**src/hw/rtl/cpa_ram.sv**
```systemverilog
// ============================================================================
// Generic simple dual-port RAM
// One write port and one read port; read data is registered.
// ============================================================================
module cpa_ram #(
    parameter int WIDTH = 8,
    parameter int DEPTH = 4
) (
    input  logic                                  i_clk,
    input  logic                                  i_we,
    input  logic [(DEPTH > 1 ? $clog2(DEPTH) : 1)-1:0] i_waddr,
    input  logic [WIDTH-1:0]                      i_wdata,
    input  logic [(DEPTH > 1 ? $clog2(DEPTH) : 1)-1:0] i_raddr,
    output logic [WIDTH-1:0]                      o_rdata
);
    logic [WIDTH-1:0] r_mem [DEPTH];

    always_ff @(posedge i_clk) begin
        if (i_we) begin
            r_mem[i_waddr] <= i_wdata;
        end
        o_rdata <= r_mem[i_raddr];
    end

endmodule

```
**config.mk**
```make
export PLATFORM = sky130hd
export DESIGN_NAME = cpa_ram
export DESIGN_NICKNAME = d
export VERILOG_FILES = /design/src/hw/rtl/cpa_ram.sv
export SDC_FILE = /design/constraint.sdc
export NUM_CORES = 1
export LEC_CHECK = 0
export ABC_CLOCK_PERIOD_IN_PS = 1800
export BUFFER_PORTS_ARGS = -buffer_cell sky130_fd_sc_hd__buf_2
export CORE_MARGIN = 1
export CORE_UTILIZATION = 53
export DETAILED_ROUTE_END_ITERATION = 16
export PLACE_DENSITY = 0.76
export SLEW_MARGIN = 25
export SYNTH_ARGS = -nofsm -noshare
export SYNTH_HDL_FRONTEND = slang
export SYNTH_SLANG_ARGS = --single-unit
```
**constraint.sdc**
```tcl
create_clock -name i_clk -period 1.8 [get_ports i_clk]
set_input_delay 0.45 -clock i_clk [delete_from_list [all_inputs] [get_ports i_clk]]
set_output_delay 0.45 -clock i_clk [all_outputs]
set_load 0.05 [all_outputs]
```
# Yosys cells after proc, flatten, opt, wreduce, memory -nomap -nowiden
# Memory sizes are Yosys's and may differ from the RTL's. A register that Yosys moved wholly into a read port is not among the register bits.
# Cells that the tools add are included.
[word_totals]
regBits = 0
ram_bits = 32
inputBits = 14
output_inout_bits = 8
wordCells = 3
memories = 1
[memory_table]
columns = ["name", "depth", "width", "read_ports", "rd_clocked_by_memory_dff", "write_ports", "line", "text"]
rows = [
  ["r_mem", 4, 8, 1, 1, 1, "16", "logic [WIDTH-1:0] r_mem [DEPTH];"],
]
[op_classes]
muxes = 2
[ops]
columns = ["cell", "n"]
rows = [
  ["1-bit two-way mux", 2],
]

# Depth between registers and ports, before layout
[depth]
ltp_word = 2
mapped_depth = 2
depth_no_buf = 1

# Worst setup path before layout
# No wires, ideal clock.
[synth_timing]
path_type = "input to register"
startpoint = "input i_waddr[0] (netlist name)"
endpoint = "memory r_mem[0][0] (enable)"
setup_ns = 0.385
arrival_ns = 1.129
required_time_ns = 1.415
path_slack_ns = 0.286
cell_stages = 1
n_path_buf = 0
cell_sequence = "nor3b_1"
[synth_lines]
columns = ["item", "line", "text"]
rows = [
  ["from (decl)", "11", "input logic [(DEPTH > 1 ? $clog2(DEPTH) : 1)-1:0] i_waddr,"],
  ["to (decl)", "16", ""],
]
# No word-level cell before the write port.

# Worst setup path after layout
[layout_timing]
startpoint = "register o_rdata[0] (read register of r_mem)"
endpoint = "output o_rdata[0]"
[layout_lines]
columns = ["item", "line", "text"]
rows = [
  ["from (decl)", "14", "output logic [WIDTH-1:0] o_rdata"],
]
# No word-level cell between the ends.

==> impl_metrics.yaml <==
status:
  outcome: "finished clean"
setup_path:
  crit_buf_inv: 1
  cp_max_fo: 1
  cp_cell_sequence: "buf_2"
  rr_worst_depth: 1
  crit_family: "flip-flops"
  rrSetupSlack_ns: 0.84
  slowest_delay_ns: 0.33
  endpoint_kind: "primary output"
  critical_path_arrival_ns: 0.93
  crit_path_top_delay_cell: "dfxtp_1"
  critPathRequiredTime_ns: 1.35
  worstReg2RegEnd: "o_rdata[3]$_DFF_P_"
  crit_type: "reg -> out"
  r2r_start: "r_mem[2][3]$_DFFE_PP_"
  startpoint_type: "flop"
route:
  first_pass_iters: 4
  route.detailed.drc: 0
  drtAntennaViolNets: 0
  num_vias: 595
  drt_wl_total_um: 1800
  drt_iter0_markers: 13
  wl_per_cell_um: 16.4
  viasPerCell: 5.41
logic_synthesis:
  synthesis.nets: 68
  avgSynthCellArea_um2: 25.0
  synthSimpleGateAreaFrac_pct: 2.32
  synth_top_area_cell: "edfxtp_1"
  synth-compound-area-share_pct: 0
  synth_top_family_by_area: "multiplexers"
  seq_area_frac_synth_pct: 83.1
  muxShareOfSynthArea_pct: 13.4
  synth-xor-area-share_pct: 0
  postSynthCellCount: 54
  yosys.area.top_type_share_pct: 71.2
  synthAdderAreaFrac_pct: 0
  netlist_area_um2: 1350
  synthTopCellsByArea: "edfxtp_1 (71%), mux4_2 (13%), dfxtp_1 (12%)"
  ys_types: 8
  ys_seq_elements: 40
  yosys_warnings: 0
cells_and_area:
  final_cells: 110
  finish.utilization_pct: 66.8
  post_route_cells_drive_above_1_share_pct: 45.1
  nets: 95
  fillers: 151
  seqCellArea_um2: 1120
  multi_input_area_um2: 211
  n_antenna_cell: 0
  area_growth_pct: 13.7
clock_network:
  cts_resized: 0
  clock_path_buffers: 2
  hold_buffers: 0
  clock_latency_ns: 0.34
  htree_levels: 2
  cts.clk_slew.worst_paths_ns: 0.11
  cts.sinks: 40
  cts_setup_buffers: 0
  cts_tree: "built"
  root_buffer: "clkbuf_4"
  cts_buffers: 5
power_and_ir_drop:
  leakagePower_uw: 0.000550
  power_uw: 1650
  power_density_nw_per_um2: 1070
  irDropWorstVdd_mv: 0.873
min_path:
  min_delay_path_depth: 1
  min_to: "r_mem[1][4]$_DFFE_PP_"
  hp-class: "in -> reg"
  min_from: "i_wdata[4]"
die:
  start_util_pct: 58.7
  io_pins: 22
  dieArea_um2: 2750
  die_h_um: 52.4
  core.rowCount: 17
  chipWidth_um: 52.4
  core_area_um2: 2300
sta:
  rsz0062_at_grt: "false"
  tightest_slew_ns: 0.426
  hold_viol: 0
  timing.fmax_mhz: 725
  setup_viol: 0
  min_period_over_period_pct: 76.7
  tns_ns: 0
  clock_skew_ns: 0.00584
  slew_headroom_pct: 71.6
  period_minus_slack_ns: 1.38
  slew_violations: 0
global_routing:
  antenna_found_initial: 0
  grt_pass1_wl_um: 2750
  gr-usage-all-layers_pct: 16.2
  grt-ovfl-total: 0
  grt_max_degree: 14
  grt_pass1_vias: 575
run:
  max-cap-violations: 0
place:
  io_buffers: 21
  routabilityCongestion: 0.633
  placed_cells: 102
-- kinds of logic (layout without fill, tap and decap cells) --
kind of cell	after synthesis	in the layout
buffers and inverters	2	30
multiplexers	8	8
AND/OR/NAND/NOR	4	4
flip-flops	40	40
-- per-stage QoR --
| stage | area, µm² | hold WS, ns | setup slack, ns |
|---|---|---|---|
| final | 1530 | 0.314 | 0.420 |
| after CTS | 1530 | 0.293 | 0.400 |
| after global routing | 1530 | 0.291 | 0.352 |
| after detailed placement | 1480 | 0.540 | 0.388 |
| after floorplan | 1350 | 0.532 | 0.286 |
| after global placement | 1480 | 0.534 | 0.413 |
-- cell usage after synthesis --
library cell	n
nor3b_1	1
dfxtp_1	8
edfxtp_1	32
buf_6	1
clkbuf_2	1
mux4_2	8
and3b_1	2
and3_1	1
-- area by class of cell --
| cell class | count | share of cell area [%] |
|---|---|---|
| timing repair buffer | 22 | 7.34 |
| tap | 28 | 2.28 |
| sequential | 40 | 73.1 |
| multi-input combinational | 12 | 13.8 |
| clock inverter | 2 | 0.816 |
| clock buffer | 6 | 2.69 |
-- cells in the final DEF, fill, tap and decap left out --
cell type   netlist  layout
clkinv_2          0       1
and3b_1           2       2
clkbuf_4          0       5
clkinvlp_4        0       1
dfxtp_1           8       8
mux4_2            8       8
buf_2             0      21
and3_1            1       1
edfxtp_1         32      32
buf_4             0       1
nor3b_1           1       1
clkbuf_1          0       1
-- metal layers --
layer / global-route usage (%) / up-vias / routed length, µm / part of all wire [%]
met3: 8.70 / 4 / 120 / 6.7
met2: 24.5 / 22 / 892 / 50
li1: - / 274 / - / -
met4: 7.89 / 0 / 30 / 1.7
met5: 0 / - / 0 / 0
met1: 18.7 / 295 / 756 / 42
-- where the power goes --
group / leakage, µW / total [µW] / internal [µW] / switching, µW
combinational: 0.000160 / 155 / 51.4 / 103
sequential: 0.000361 / 1060 / 1050 / 11.5
clock: 0.0000282 / 428 / 151 / 277
total: 0.000550 / 1650 / 1250 / 392
-- how the worst max path moves through the flow --
stage / slack, ns / end / cells past startpoint / startpoint
5_1_grt: 0.35 / o_rdata[0] / 1 / o_rdata[0]$_DFF_P_
3_3_place_gp: 0.41 / o_rdata[6]$_DFF_P_ / 2 / i_raddr[0]
3_5_place_dp: 0.39 / o_rdata[1]$_DFF_P_ / 2 / i_raddr[0]
2_1_floorplan: 0.29 / r_mem[0][0]$_DFFE_PP_ / 1 / i_waddr[0]
6_report: 0.42 / o_rdata[0] / 1 / o_rdata[0]$_DFF_P_
4_1_cts: 0.40 / o_rdata[0] / 1 / o_rdata[0]$_DFF_P_
-- flip-flops by register name, indices dropped and copies added, names as in the netlist --
signal   cells
o_rdata      8
r_mem       32
Note: power is estimated with default switching activity, not from simulation.
